[config.mk]
export PLATFORM = sky130hd
export DESIGN_NAME = approx_ripple_adder_alu_core
export DESIGN_NICKNAME = d
export VERILOG_FILES = /design/src/arad_pkg.sv /design/src/approx_ripple_adder_alu_core.sv
export VERILOG_INCLUDE_DIRS = /design/src /design/src/src
export SDC_FILE = /design/constraint.sdc
export NUM_CORES = 1
export LEC_CHECK = 0
export BUFFER_PORTS_ARGS = -buffer_cell sky130_fd_sc_hd__buf_4
export CAP_MARGIN = 20
export CORE_AREA = 2 2 92 94
export DETAILED_ROUTE_END_ITERATION = 7
export DIE_AREA = 0 0 94 96
export PLACE_DENSITY_LB_ADDON = 0.25
export SLEW_MARGIN = 10
export SYNTH_ARGS = -nofsm -noshare
export SYNTH_HDL_FRONTEND = slang
export SYNTH_SLANG_ARGS = --single-unit
[constraint.sdc]
create_clock -name clk -period 36.3 [get_ports clk]
set_input_delay 3.63 -clock clk [delete_from_list [all_inputs] [get_ports clk]]
set_output_delay 3.63 -clock clk [all_outputs]
set_load 0.05 [all_outputs]
[src/approx_ripple_adder_alu_core_assert.svh]
// ----------------------------------------------------------------------------
// approx_ripple_adder_alu_core_assert.svh
// Assertion macros for the approximate ripple-carry ALU.
// ----------------------------------------------------------------------------
`ifndef APPROX_RIPPLE_ADDER_ALU_CORE_ASSERT_SVH
`define APPROX_RIPPLE_ADDER_ALU_CORE_ASSERT_SVH

// antecedent holds, consequent holds in the same cycle
`define ARAD_ASSERT_NOW(label, clk, rst, ante, cons) \
  label: assert property (@(posedge clk) disable iff (rst) (ante) |-> (cons)) \
    else $error("assertion failed");

// antecedent holds, consequent holds in the next cycle
`define ARAD_ASSERT_NEXT(label, clk, rst, ante, cons) \
  label: assert property (@(posedge clk) disable iff (rst) (ante) |=> (cons)) \
    else $error("assertion failed");

`endif

[src/arad_pkg.sv]
// ----------------------------------------------------------------------------
// arad_pkg
// Types, constants and the full-adder cell for the approximate ripple ALU.
// ----------------------------------------------------------------------------
package arad_pkg;

  localparam int OPERAND_W = 16;

  typedef enum logic [1:0] {
    MODE_ADD = 2'd0,
    MODE_SUB = 2'd1,
    MODE_GE  = 2'd2,
    MODE_LE  = 2'd3
  } mode_t;

  typedef enum logic [2:0] {
    CELL_EXACT  = 3'd0,
    CELL_SMA    = 3'd1,
    CELL_AMA1   = 3'd2,
    CELL_AMA2   = 3'd3,
    CELL_AXA2   = 3'd4,
    CELL_AXA3   = 3'd5,
    CELL_BUFFER = 3'd6
  } cell_kind_t;

  // returns {carry, sum}
  function automatic logic [1:0] cell_eval(input logic [2:0] kind, input logic a,
                                           input logic b, input logic c);
    logic s;
    logic co;
    begin
      case (kind)
        CELL_SMA: begin
          co = b | (a & c);
          s  = c & ~(a ^ b);
        end
        CELL_AMA1: begin
          co = b | (a & c);
          s  = ~co;
        end
        CELL_AMA2: begin
          s  = c & (~a | b);
          co = a;
        end
        CELL_AXA2: begin
          s  = ~(a ^ b);
          co = (a & b) | (c & (a ^ b));
        end
        CELL_AXA3: begin
          s  = c & ~(a ^ b);
          co = (a & b) | (c & (a ^ b));
        end
        CELL_BUFFER: begin
          s  = a;
          co = b;
        end
        default: begin
          s  = a ^ b ^ c;
          co = (a & b) | (c & (a ^ b));
        end
      endcase
      return {co, s};
    end
  endfunction

endpackage

[src/approx_ripple_adder_alu_core.sv]
// ----------------------------------------------------------------------------
// approx_ripple_adder_alu_core
// Ripple-carry add, subtract and compare built from a selectable
// exact or approximate full-adder cell.
// ----------------------------------------------------------------------------
//  channel | direction | handshake            | payload
//  in      | input     | in_valid / in_ready  | mode, operand_a, operand_b
//  out     | output    | out_valid / out_ready| result
//  cfg     | input     | cfg_valid / cfg_ready| cell_kind
//
//  One request per cycle unless the result stalls, through input register,
//  ripple chain and result register. The WIDTH-cell chain sets the clock.
//  Synchronous reset clears valids and selects the exact cell.
//  A stalled result holds; the input register keeps taking requests
//  while a held result waits, until both stages are full.
// ----------------------------------------------------------------------------
`include "approx_ripple_adder_alu_core_assert.svh"

module approx_ripple_adder_alu_core #(
  parameter int WIDTH = 16
) (
  input  logic                           clk,
  input  logic                           rst,
  input  logic                           in_valid,
  output logic                           in_ready,
  input  logic [1:0]                     mode,
  input  logic [arad_pkg::OPERAND_W-1:0] operand_a,
  input  logic [arad_pkg::OPERAND_W-1:0] operand_b,
  output logic                           out_valid,
  input  logic                           out_ready,
  output logic [arad_pkg::OPERAND_W-1:0] result,
  input  logic                           cfg_valid,
  output logic                           cfg_ready,
  input  logic [2:0]                     cell_kind
);
  import arad_pkg::*;

  localparam int EXT_W = (WIDTH > OPERAND_W) ? WIDTH : OPERAND_W;

  logic [2:0]           kind;
  logic                 s1_valid;
  logic [1:0]           s1_mode;
  logic [OPERAND_W-1:0] s1_a;
  logic [OPERAND_W-1:0] s1_b;
  logic                 s2_adv;

  logic [EXT_W-1:0]     a_ext;
  logic [EXT_W-1:0]     b_ext;
  logic [EXT_W-1:0]     sum_ext;
  logic [WIDTH-1:0]     px;
  logic [WIDTH-1:0]     py;
  logic [WIDTH-1:0]     sum;
  logic                 cin;
  logic                 carry;
  logic [1:0]           cell_out;
  logic [OPERAND_W-1:0] result_next;

  assign cfg_ready = 1'b1;
  assign s2_adv    = !out_valid || out_ready;
  assign in_ready  = !s1_valid || s2_adv;

  always_ff @(posedge clk) begin
    if (rst) begin
      kind <= CELL_EXACT;
    end else if (cfg_valid && cfg_ready) begin
      kind <= cell_kind;
    end
  end

  always_ff @(posedge clk) begin
    if (rst) begin
      s1_valid <= 1'b0;
    end else if (in_ready) begin
      s1_valid <= in_valid;
    end
  end

  always_ff @(posedge clk) begin
    if (in_valid && in_ready) begin
      s1_mode <= mode;
      s1_a    <= operand_a;
      s1_b    <= operand_b;
    end
  end

  always_comb begin
    a_ext = EXT_W'(s1_a);
    b_ext = EXT_W'(s1_b);
    case (s1_mode)
      MODE_ADD: begin
        px  = a_ext[WIDTH-1:0];
        py  = b_ext[WIDTH-1:0];
        cin = 1'b0;
      end
      MODE_SUB, MODE_GE: begin
        px  = a_ext[WIDTH-1:0];
        py  = ~b_ext[WIDTH-1:0];
        cin = 1'b1;
      end
      default: begin
        px  = b_ext[WIDTH-1:0];
        py  = ~a_ext[WIDTH-1:0];
        cin = 1'b1;
      end
    endcase
    carry = cin;
    sum   = '0;
    for (int i = 0; i < WIDTH; i++) begin
      cell_out = cell_eval(kind, px[i], py[i], carry);
      sum[i]   = cell_out[0];
      carry    = cell_out[1];
    end
    sum_ext = EXT_W'(sum);
    if (s1_mode == MODE_ADD || s1_mode == MODE_SUB) begin
      result_next = sum_ext[OPERAND_W-1:0];
    end else begin
      result_next = OPERAND_W'(!sum[WIDTH-1]);
    end
  end

  always_ff @(posedge clk) begin
    if (rst) begin
      out_valid <= 1'b0;
    end else if (s2_adv) begin
      out_valid <= s1_valid;
    end
  end

  always_ff @(posedge clk) begin
    if (s1_valid && s2_adv) begin
      result <= result_next;
    end
  end

  `ARAD_ASSERT_NEXT(a_accept_loads, clk, rst, in_valid && in_ready, s1_valid)
  `ARAD_ASSERT_NEXT(a_stall_holds, clk, rst, s1_valid && !s2_adv,
                    s1_valid && $stable(s1_a) && $stable(s1_b) && $stable(s1_mode))
  `ARAD_ASSERT_NEXT(a_cmp_boolean, clk, rst,
                    s1_valid && s2_adv && (s1_mode == MODE_GE || s1_mode == MODE_LE),
                    out_valid && result[OPERAND_W-1:1] == '0)

endmodule
==> results of run 1 <==
## power breakdown
| part | leakage (uW) | switching (uW) | internal, uW |
|---|---|---|---|
| combinational | 0.00171 | 54.3 | 32.5 |
| sequential | 0.000525 | 2.42 | 74.5 |
| clock | 0.0000418 | 23.3 | 14.0 |
## worst max path at each step
stage,cells past startpoint,end,slack [ns],from
after CTS,65,result[0]$_DFFE_PP_,22.12,s1_mode[0]$_DFFE_PP_
after detailed placement,65,result[0]$_DFFE_PP_,22.17,s1_mode[0]$_DFFE_PP_
after global placement,65,result[0]$_DFFE_PP_,22.44,s1_mode[0]$_DFFE_PP_
after floorplan,68,result[0]$_DFFE_PP_,23.75,s1_mode[0]$_DFFE_PP_
after global routing,66,result[0]$_DFFE_PP_,20.71,s1_mode[0]$_DFFE_PP_
final,65,result[0]$_DFFE_PP_,21.84,s1_mode[0]$_DFFE_PP_
## cells in the final DEF (no fill, tap or decap), types with 17 or more instances in the layout
cell type and n:
a211oi_1 17, a21oi_1 54, buf_4 68, edfxtp_1 50
ha_1 33, inv_1 33, mux2i_1 22, nand2_1 60
nor2_1 32, o21ai_0 38
## layer usage
metal / global-route usage / up-vias
met4: 0.122 / 0
met5: 0 / -
met2: 0.514 / 310
li1: - / 2186
met3: 0.0634 / 33
met1: 0.434 / 2207
## layout make-up
cell class,count,area [um2]
well taps,105,131
clock buffers,6,72.6
inverters,41,154
multi-input cells,437,3200
clock inverters,2,16.3
repair buffers,68,510
flip-flops and latches,55,1600
fillers,633,2370
## state kept, by name (all words and copies together), names as in the netlist
register   cells
s1_mode        2
result        16
b_ext         16
a_ext         16
out_valid      1
kind           3
s1_valid       1
## per-stage QoR
stage / hold WS, ns / worst slack [ns] / power [uW] / cell area, um2 / instances
final: 0.518 / 21.84 / 201 / 5690 / 714
after floorplan: 0.478 / 23.75 / 141 / 5120 / 569
after detailed placement: 0.491 / 22.17 / 163 / 5600 / 706
after CTS: 0.518 / 22.12 / 199 / 5690 / 714
after global placement: 0.489 / 22.44 / 160 / 5600 / 706
after global routing: 0.556 / 20.71 / 213 / 5690 / 714
## worst register-to-register path, delay by kind of cell, from the launching register on
kind	cells	cell delay (ns)
adders and majority gates	15	6.07
AOI/OAI and AO/OA	25	4.46
and+or+nand+nor	19	2.40
buffers and inverters	5	0.56
DFF	1	0.39
muxes	1	0.34
## cells by family (layout without fill, tap and decap cells)
family                     count (synthesis)  in the layout  share of synthesized area
AOI/OAI and AO/OA                        205            205                      0.277
xor gates and xnor gates                   1              1                    0.00171
adders and majority gates                 48             48                      0.138
buffers and inverters                     77            117                     0.0645
DFF                                       55             55                      0.313
muxes                                     32             32                     0.0701
other                                      1              1                   0.000732
and+or+nand+nor                          150            150                      0.136
==> run metrics, run 1 <==
post-synth top area cell edfxtp_1; max incr delay on CP 0.84 ns; final clock skew roughly 0.026 ns; RePlAce Congestion just under 1; yosys warns 0; Critical R2R Launch s1_mode[0]$_DFFE_PP_; Synth area leaders edfxtp_1 29%, ha_1 8.3%, fa_1 5.5%; die width roughly 94 um; clock sink total 55; Post-synth EDFFs 50; Starting Density 0.637; share of cells above drive strength 1 0.177; Worst Hold Endpoint kind[2]$_SDFFE_PP0P_; WL met2 6.26 mm; Power Dens Cells about 35 nW/um2; full die area about 9000 um2; ys async rst share 0; FF-to-FF setup slack roughly 22 ns; CTS tree done; Layout Nets 698; Ports 61; WP buf/inv 5; Final min period between 10 and 15 ns; Port Buffers 59; CTS-repair resized insts 0; slew of the pin with the lowest slew margin 0.999 ns; Total Routing Usage GR 0.322; final global-route overflow total 0; Final HPWL DP just under 10 mm; r2r worst-path depth 65; Top cell by count, worst path fa_1; Detailed Route WL about 14 mm; hold_buf cts 0; Post-synth top flop edfxtp_1; status complete, no violations; f_max slightly below 0.07 GHz; synthesis-stage register bit count 55; Clk Latency, worst-skew pair between 0.3 and 0.4 ns; Cell Area, Synth about 5100 um2; CORE AREA between 8000 and 9000 um2; slowest cell on the critical path ha_2; WP data required about 36 ns; register area share after synthesis 0.313; Final ANT Viol Nets 0; CTS clk-pin slew, worst paths between 0.1 and 0.15 ns; R2R Path End result[0]$_DFFE_PP_; Synth top area share 0.293; Worst Setup End Kind register; cell row count 33; Util after Layout 0.706; global-route wire length before repair roughly 22 mm; Final setup viols 0; Die Y about 96 um; final setup TNS 0 ns; Remaining DRCs 0; max_slew headroom 0.332; postcts setup bufs 0; DRT Pass-1 Iters 5; fin crit share 0.398; Synth cell types between 70 and 80; Iter 0 DRT Violations roughly 550; Syn Area/Cell approximately 9.0 um2; crit start category register; WP data arrival roughly 15 ns; worst hold start kind[2]$_SDFFE_PP0P_; final hold violation count 0; crit-path max FO 44; largest net degree at the start of global routing 50; commonest cells in the netlist 60 x nand2_1, 54 x a21oi_1, 50 x edfxtp_1, 38 x o21ai_0, 34 x ha_1; P_leak around 0.0023 uW; TritonCTS Buffers 5; Area Growth Syn to Fin 10.9%; Mapped Cells 569; count leader, synth nand2_1; Longest Clk Path Bufs 2; Final Max Tran Viols 0; RSZ-0062 raised after global routing false; vias in the first global route roughly 4500; routed len/inst 19.5 um; Root Buffer clkbuf_8; highest routed layer met4; n_diodes 0; # H-tree levels 2; WL met3 between 1.5 and 2 mm; maximum VDD drop between 0.00002 and 0.000025 V; Top delay family on crit path adder cells; Via density 6.63; via count between 4000 and 5000; initial antenna violation count 0; wl on met1 5.76 mm; Max Cap Viol 0; hold path cells 2; Synth Net Count between 600 and 700; CP Class reg2reg; Tightest Hold Check Type reg2reg
(Power assumes the default switching activity.)
==> run 2, diff against run 1 <==
- ABC_AREA: unset -> 1
- CORE_AREA: 2 2 92 94 -> 2 2 97 99
- DIE_AREA: 0 0 94 96 -> 0 0 99 101
- clock period: 36.3 -> 11.7 ns (I/O delays scaled with it)
==> run metrics, run 2 <==
max_slew headroom 0.368 (+0.0360); commonest cells in the netlist 112 x nand2_1, 103 x inv_1, 63 x o21ai_0, 50 x edfxtp_1, 48 x nor2_1; die width 99 um (+5.3%); TritonCTS Buffers 5 (unchanged); CORE AREA 8980 um2 (+11%); n_diodes 0 (unchanged); final setup TNS 0 ns (unchanged); final global-route overflow total 0 (unchanged); Worst Hold Endpoint out_valid$_SDFFE_PP0P_; max incr delay on CP 0.79 ns (-0.05 ns); Starting Density 0.523 (-0.114); RSZ-0062 raised after global routing false; slowest cell on the critical path ha_1; initial antenna violation count 0 (unchanged); Final min period 10.68 ns (-3.77 ns); f_max 0.0936 GHz (+35%); FF-to-FF setup slack 1.02 ns (-20.83 ns); Ports 61 (unchanged); Root Buffer clkbuf_8; setup slack after layout 1.02 ns (-20.83 ns); fillers 757 (+20%); maximum VDD drop 0.0000683 V (+200%); DRT Pass-1 Iters 5 (unchanged); share of cells above drive strength 1 0.172 (-0.00551); Post-synth EDFFs 50 (unchanged); Power Dens Cells 112 nW/um2 (+220%); post-synth top area cell edfxtp_1; Synth cell types 33 (-54%); clock sink total 55 (unchanged); global-route wire length before repair 18.1 mm (-19%); Detailed Route WL 10.8 mm (-23%); Syn Area/Cell 7.86 um2 (-13%); via count 4153 (-12%); Final setup viols 0 (unchanged); CP Class reg2reg; Clk Latency, worst-skew pair 0.32 ns (-0.02 ns); most frequent cells in the layout 112 x nand2_1, 103 x inv_1, 65 x buf_4; commonest non-fill, non-tap cell in the layout nand2_1; final hold violation count 0 (unchanged); Final ANT Viol Nets 0 (unchanged); ys async rst share 0 (unchanged); hold path cells 2 (unchanged); final clock skew 0.00809 ns (-0.0183 ns); crit start category register; Util after Layout 0.587 (-0.119); RePlAce Congestion 0.892 (-7.6%); Synth top area share 0.320 (+0.0269); Top cell by count, worst path nand2_1; Via density 5.49 (-17%); pre-CTS WS 1.13 ns (-21.04 ns); cell row count 35 (+6.1%); largest net degree at the start of global routing 34 (-32%); Multi-input gate area 2530 um2 (-21%); R2R Path End result[0]$_DFFE_PP_; Final HPWL DP 7.89 mm (-21%); crit-path max FO 33 (-25%); worst hold start s1_valid$_SDFFE_PP0N_; CTS tree done; routed len/inst 14.2 um (-27%); Mapped Cells 597 (+4.9%); Setup crit start s1_mode[0]$_DFFE_PP_; fin crit share 0.913 (+0.515); register area share after synthesis 0.341 (+0.0287); Cell Area, Synth 4690 um2 (-8.4%); full die area 10000 um2 (+11%); Layout Nets 735 (+5.3%); vias in the first global route 3897 (-14%); Max Cap Viol 0 (unchanged); slew of the pin with the lowest slew margin 0.949 ns (-0.0503 ns); Synth area leaders edfxtp_1 32%, ha_1 9.1%, nand2_1 9.0%; WP data required 11.77 ns (-24.64 ns); count leader, synth nand2_1; CTS clk-pin slew, worst paths 0.10 ns (-0.03 ns); r2r worst-path depth 55 (-15%); Hold Slack 0.488 ns (-0.0302 ns); Final Max Tran Viols 0 (unchanged); Synth Net Count 687 (+4.2%); Remaining DRCs 0 (unchanged); CTS-repair resized insts 0 (unchanged); Post-synth top flop edfxtp_1; Port Buffers 59 (unchanged); yosys warns 0 (unchanged); status complete, no violations; Worst Setup End Kind register; Longest Clk Path Bufs 2 (unchanged); Area Growth Syn to Fin 12.3%; Total Routing Usage GR 0.221 (-0.100); hold_buf cts 0 (unchanged); synthesis-stage register bit count 55 (unchanged); Critical R2R Launch s1_mode[0]$_DFFE_PP_; WP data arrival 10.75 ns (-3.82 ns); Tightest Hold Check Type reg2reg; Reg area 1600 um2 (unchanged); Die Y 101 um (+5.2%); postcts setup bufs 0 (unchanged); Iter 0 DRT Violations 333 (-39%); P_leak 0.00251 uW (+10%); # H-tree levels 2 (unchanged)
[run 2: cell count changes in the layout (fill, tap and decap cells not counted), sizes merged, moves of 15 or more]
cell	delta
nor2	+17
mux2i	-24
nor2b	-15
o21ai	+21
inv	+67
a21oi	-24
nand3	+19
nand2	+75
[run 2: area by class of cell]
cell class              count  share of cell area
clock buffers               6              0.0138
clock inverters             2             0.00308
inverters                 106              0.0755
multi-input cells         411               0.480
flip-flops and latches     55               0.304
well taps                 111              0.0263
repair buffers             66              0.0978
[run 2: power breakdown]
part	internal, uW	switching, uW	total (uW)
clock network	43.3	67.4	111
logic	83.8	158	242
registers	231	5.41	237
total	358	231	589
[run 2: logic make-up after synthesis]
family,after synthesis,share of synthesized area
AO/OA/AOI/OAI,137,0.174
adder cells (fa/ha/maj),48,0.150
buffers and inverters,131,0.120
flip-flops,55,0.341
other,1,0.000799
AND/OR/NAND/NOR,225,0.214
[run 2: critical path: cells and delay by family (launching register included)]
family / cells / cell delay, ns
fa+ha+maj: 17 / 6.29
buf+inv: 2 / 0.16
flops: 1 / 0.39
simple gates: 36 / 3.56
[run 2: routing by layer]
metal	GRT usage	vias to the layer above	routed length [um]
li1	-	2056	-
met1	0.316	1895	4870
met2	0.353	192	4970
met3	0.0298	10	820
met4	0.0653	0	98
met5	0	-	0
[run 2: how the worst max path moves through the flow]
stage               slack, ns                  endpoint
detailed placement       1.13       result[0]$_DFFE_PP_
global placement         1.41  result[15]$_SDFFCE_PP0P_
finish                   1.02       result[0]$_DFFE_PP_
CTS                      1.09       result[0]$_DFFE_PP_
global route             0.17       result[0]$_DFFE_PP_
floorplan                2.20       result[0]$_DFFE_PP_
[run 2: stage by stage]
stage / instances / instance area (um2) / power, uW
after global placement: 748 / 5160 / 468
after CTS: 757 / 5270 / 589
after floorplan: 597 / 4690 / 421
final: 757 / 5270 / 589
after detailed placement: 749 / 5180 / 478
after global routing: 757 / 5270 / 631
==> run 3, diff against run 2 <==
- BUFFER_PORTS_ARGS: -buffer_cell sky130_fd_sc_hd__buf_4 -> -buffer_cell sky130_fd_sc_hd__buf_2
- CORE_AREA: 2 2 97 99 -> 2 2 93 95
- DIE_AREA: 0 0 99 101 -> 0 0 95 97
- SETUP_SLACK_MARGIN: unset -> 0.1
- clock period: 11.7 -> 11 ns (I/O delays scaled with it)
==> run metrics, run 3 (same netlist as run 2, synthesis figures left out) <==
fillers 692 (-8.6%); Via density 5.52 (+0.69%); Area Growth Syn to Fin 9.73%; Root Buffer clkbuf_8; hold path cells 2 (unchanged); r2r worst-path depth 53 (-3.6%); clock sink total 55 (unchanged); TritonCTS Buffers 5 (unchanged); final hold violation count 0 (unchanged); crit-path max FO 32 (-3.0%); initial antenna violation count 0 (unchanged); Top delay family on crit path adder cells; Detailed Route WL 10.6 mm (-1.1%); die width 95 um (-4.0%); Die Y 97 um (-4.0%); f_max 0.0975 GHz (+4.1%); via count 4165 (+0.29%); global-route wire length before repair 18.0 mm (-0.84%); status complete, no violations; R2R Path End result[15]$_SDFFCE_PP0P_; pre-CTS WS 0.577 ns (-0.557 ns); Comb power frac 0.407 (-0.003); Final min period 10.26 ns (-0.425 ns); Worst Hold Endpoint out_valid$_SDFFE_PP0P_; Worst Setup End Kind register; # H-tree levels 2 (unchanged); DRT Pass-1 Iters 5 (unchanged); P_leak 0.00248 uW (-1.3%); most frequent cells in the layout 110 x nand2_1, 103 x inv_1, 62 x o21ai_0; sequential share of power 0.400 (-0.002); Total Routing Usage GR 0.242 (+0.0203); Clk Latency, worst-skew pair 0.30 ns (-0.02 ns); Longest Clk Path Bufs 2 (unchanged); Tightest Hold Check Type reg2reg; Top cell by count, worst path nand2_1; Port Buffers 59 (unchanged); Remaining DRCs 0 (unchanged); worst hold start s1_valid$_SDFFE_PP0N_; Max Cap Viol 0 (unchanged); Sw Ratio 0.384 (-0.00738); Final ANT Viol Nets 0 (unchanged); full die area 9220 um2 (-7.8%); max incr delay on CP 0.43 ns (-0.36 ns); CTS tree done; final setup TNS 0 ns (unchanged); Critical R2R Launch s1_mode[0]$_DFFE_PP_; fin crit share 0.933 (+0.0195); max_slew headroom 0.437 (+0.0694); FF-to-FF setup slack 0.74 ns (-0.28 ns); WP buf/inv 2 (unchanged); cell row count 33 (-5.7%); Layout Nets 738 (+0.41%); P_int 386 uW (+7.9%); power share of the clock group 0.193 (+0.005); Final Max Tran Viols 0 (unchanged); Iter 0 DRT Violations 369 (+11%); vias in the first global route 3953 (+1.4%); share of cells above drive strength 1 0.182 (+0.00999); slew of the pin with the lowest slew margin 0.823 ns (-0.125 ns); Final setup viols 0 (unchanged); WP data arrival 10.29 ns (-0.46 ns); RePlAce Congestion 0.869 (-2.6%); n_diodes 0 (unchanged); final clock skew 0.00588 ns (-0.00220 ns); Ports 61 (unchanged); Net Sw Power 241 uW (+4.6%); CORE AREA 8130 um2 (-9.4%); CTS clk-pin slew, worst paths 0.10 ns (about the same); maximum VDD drop 0.0000592 V (-13%); setup slack after layout 0.742 ns (-0.275 ns); RSZ-0062 raised after global routing false; CP Class reg2reg; Power Dens Cells 122 nW/um2 (+9.1%); crit start category register; Final HPWL DP 7.61 mm (-3.5%); final global-route overflow total 0 (unchanged); Starting Density 0.577 (+0.0542); commonest non-fill, non-tap cell in the layout nand2_1; Hold Slack 0.495 ns (+0.00725 ns); slowest cell on the critical path edfxtp_1; WP data required 11.03 ns (-0.74 ns); routed len/inst 14.1 um (-0.71%); largest net degree at the start of global routing 35 (+2.9%)
==> run 3: cell types whose count changed in the layout (fill, tap and decap cells not counted) <==
| cell | before | now |
|---|---|---|
| buf_16 | 1 | 0 |
| buf_2 | 0 | 59 |
| buf_4 | 65 | 9 |
| buf_6 | 0 | 1 |
| clkbuf_8 | 5 | 7 |
| clkinvlp_4 | 1 | 0 |
| ha_1 | 34 | 32 |
| ha_2 | 0 | 2 |
| inv_2 | 3 | 2 |
| nand2_1 | 112 | 110 |
| nand2_2 | 23 | 25 |
==> run 3: final cells by class <==
| class | instances | area, um2 | area share |
|---|---|---|---|
| inverters | 106 | 403 | 0.0782 |
| multi-input cells | 411 | 2540 | 0.493 |
| clock buffers | 8 | 100 | 0.0194 |
| flip-flops and latches | 55 | 1600 | 0.311 |
| repair buffers | 69 | 374 | 0.0726 |
| well taps | 105 | 131 | 0.0255 |
==> run 3: worst max path at each step <==
stage / from / endpoint / slack (ns) / depth (start not counted)
floorplan: s1_mode[0]$_DFFE_PP_ / result[0]$_DFFE_PP_ / 1.50 / 57
global placement: s1_mode[0]$_DFFE_PP_ / result[15]$_SDFFCE_PP0P_ / 0.95 / 53
detailed placement: s1_mode[0]$_DFFE_PP_ / result[15]$_SDFFCE_PP0P_ / 0.58 / 53
CTS: s1_mode[0]$_DFFE_PP_ / result[15]$_SDFFCE_PP0P_ / 0.56 / 53
global route: s1_mode[0]$_DFFE_PP_ / result[15]$_SDFFCE_PP0P_ / 0.09 / 53
finish: s1_mode[0]$_DFFE_PP_ / result[15]$_SDFFCE_PP0P_ / 0.74 / 53
==> run 3: what timing repair did <==
action                     CTS  global route
setup endpoints to repair    0             3
hold buffers                 0             0
resized for setup            0             8
buffers inserted             0             1
hold endpoints to repair     0             0
==> run 3: worst min-delay path, stage by stage, from the launching register on <==
cell,delay (ns)
dfxtp_1,0.32
inv_1,0.07
a21oi_1,0.06
==> run 3: stage by stage <==
| step | power [uW] | instance area [um2] | std cells | utilization |
|---|---|---|---|---|
| global placement | 493 | 5020 | 745 | 0.618 |
| global route | 677 | 5150 | 754 | 0.633 |
| detailed placement | 504 | 5020 | 745 | 0.618 |
| CTS | 628 | 5120 | 753 | 0.630 |
| finish | 628 | 5150 | 754 | 0.633 |
| floorplan | 448 | 4690 | 597 | - |
==> run 3: power by group through the flow <==
stage	sequential [uW]	clock [uW]	combinational (uW)
2_1_floorplan	273	0	175
3_3_place_gp	255	0	238
3_5_place_dp	256	0	248
4_1_cts	251	127	250
5_1_grt	252	136	289
6_report	251	121	255
==> run 3: layer usage <==
metal / up-vias / part of all wire / GRT usage
li1: 2063 / - / -
met3: 24 / 0.10 / 0.0428
met4: 0 / 0.015 / 0.0780
met1: 1857 / 0.42 / 0.330
met5: - / 0 / 0
met2: 221 / 0.46 / 0.387
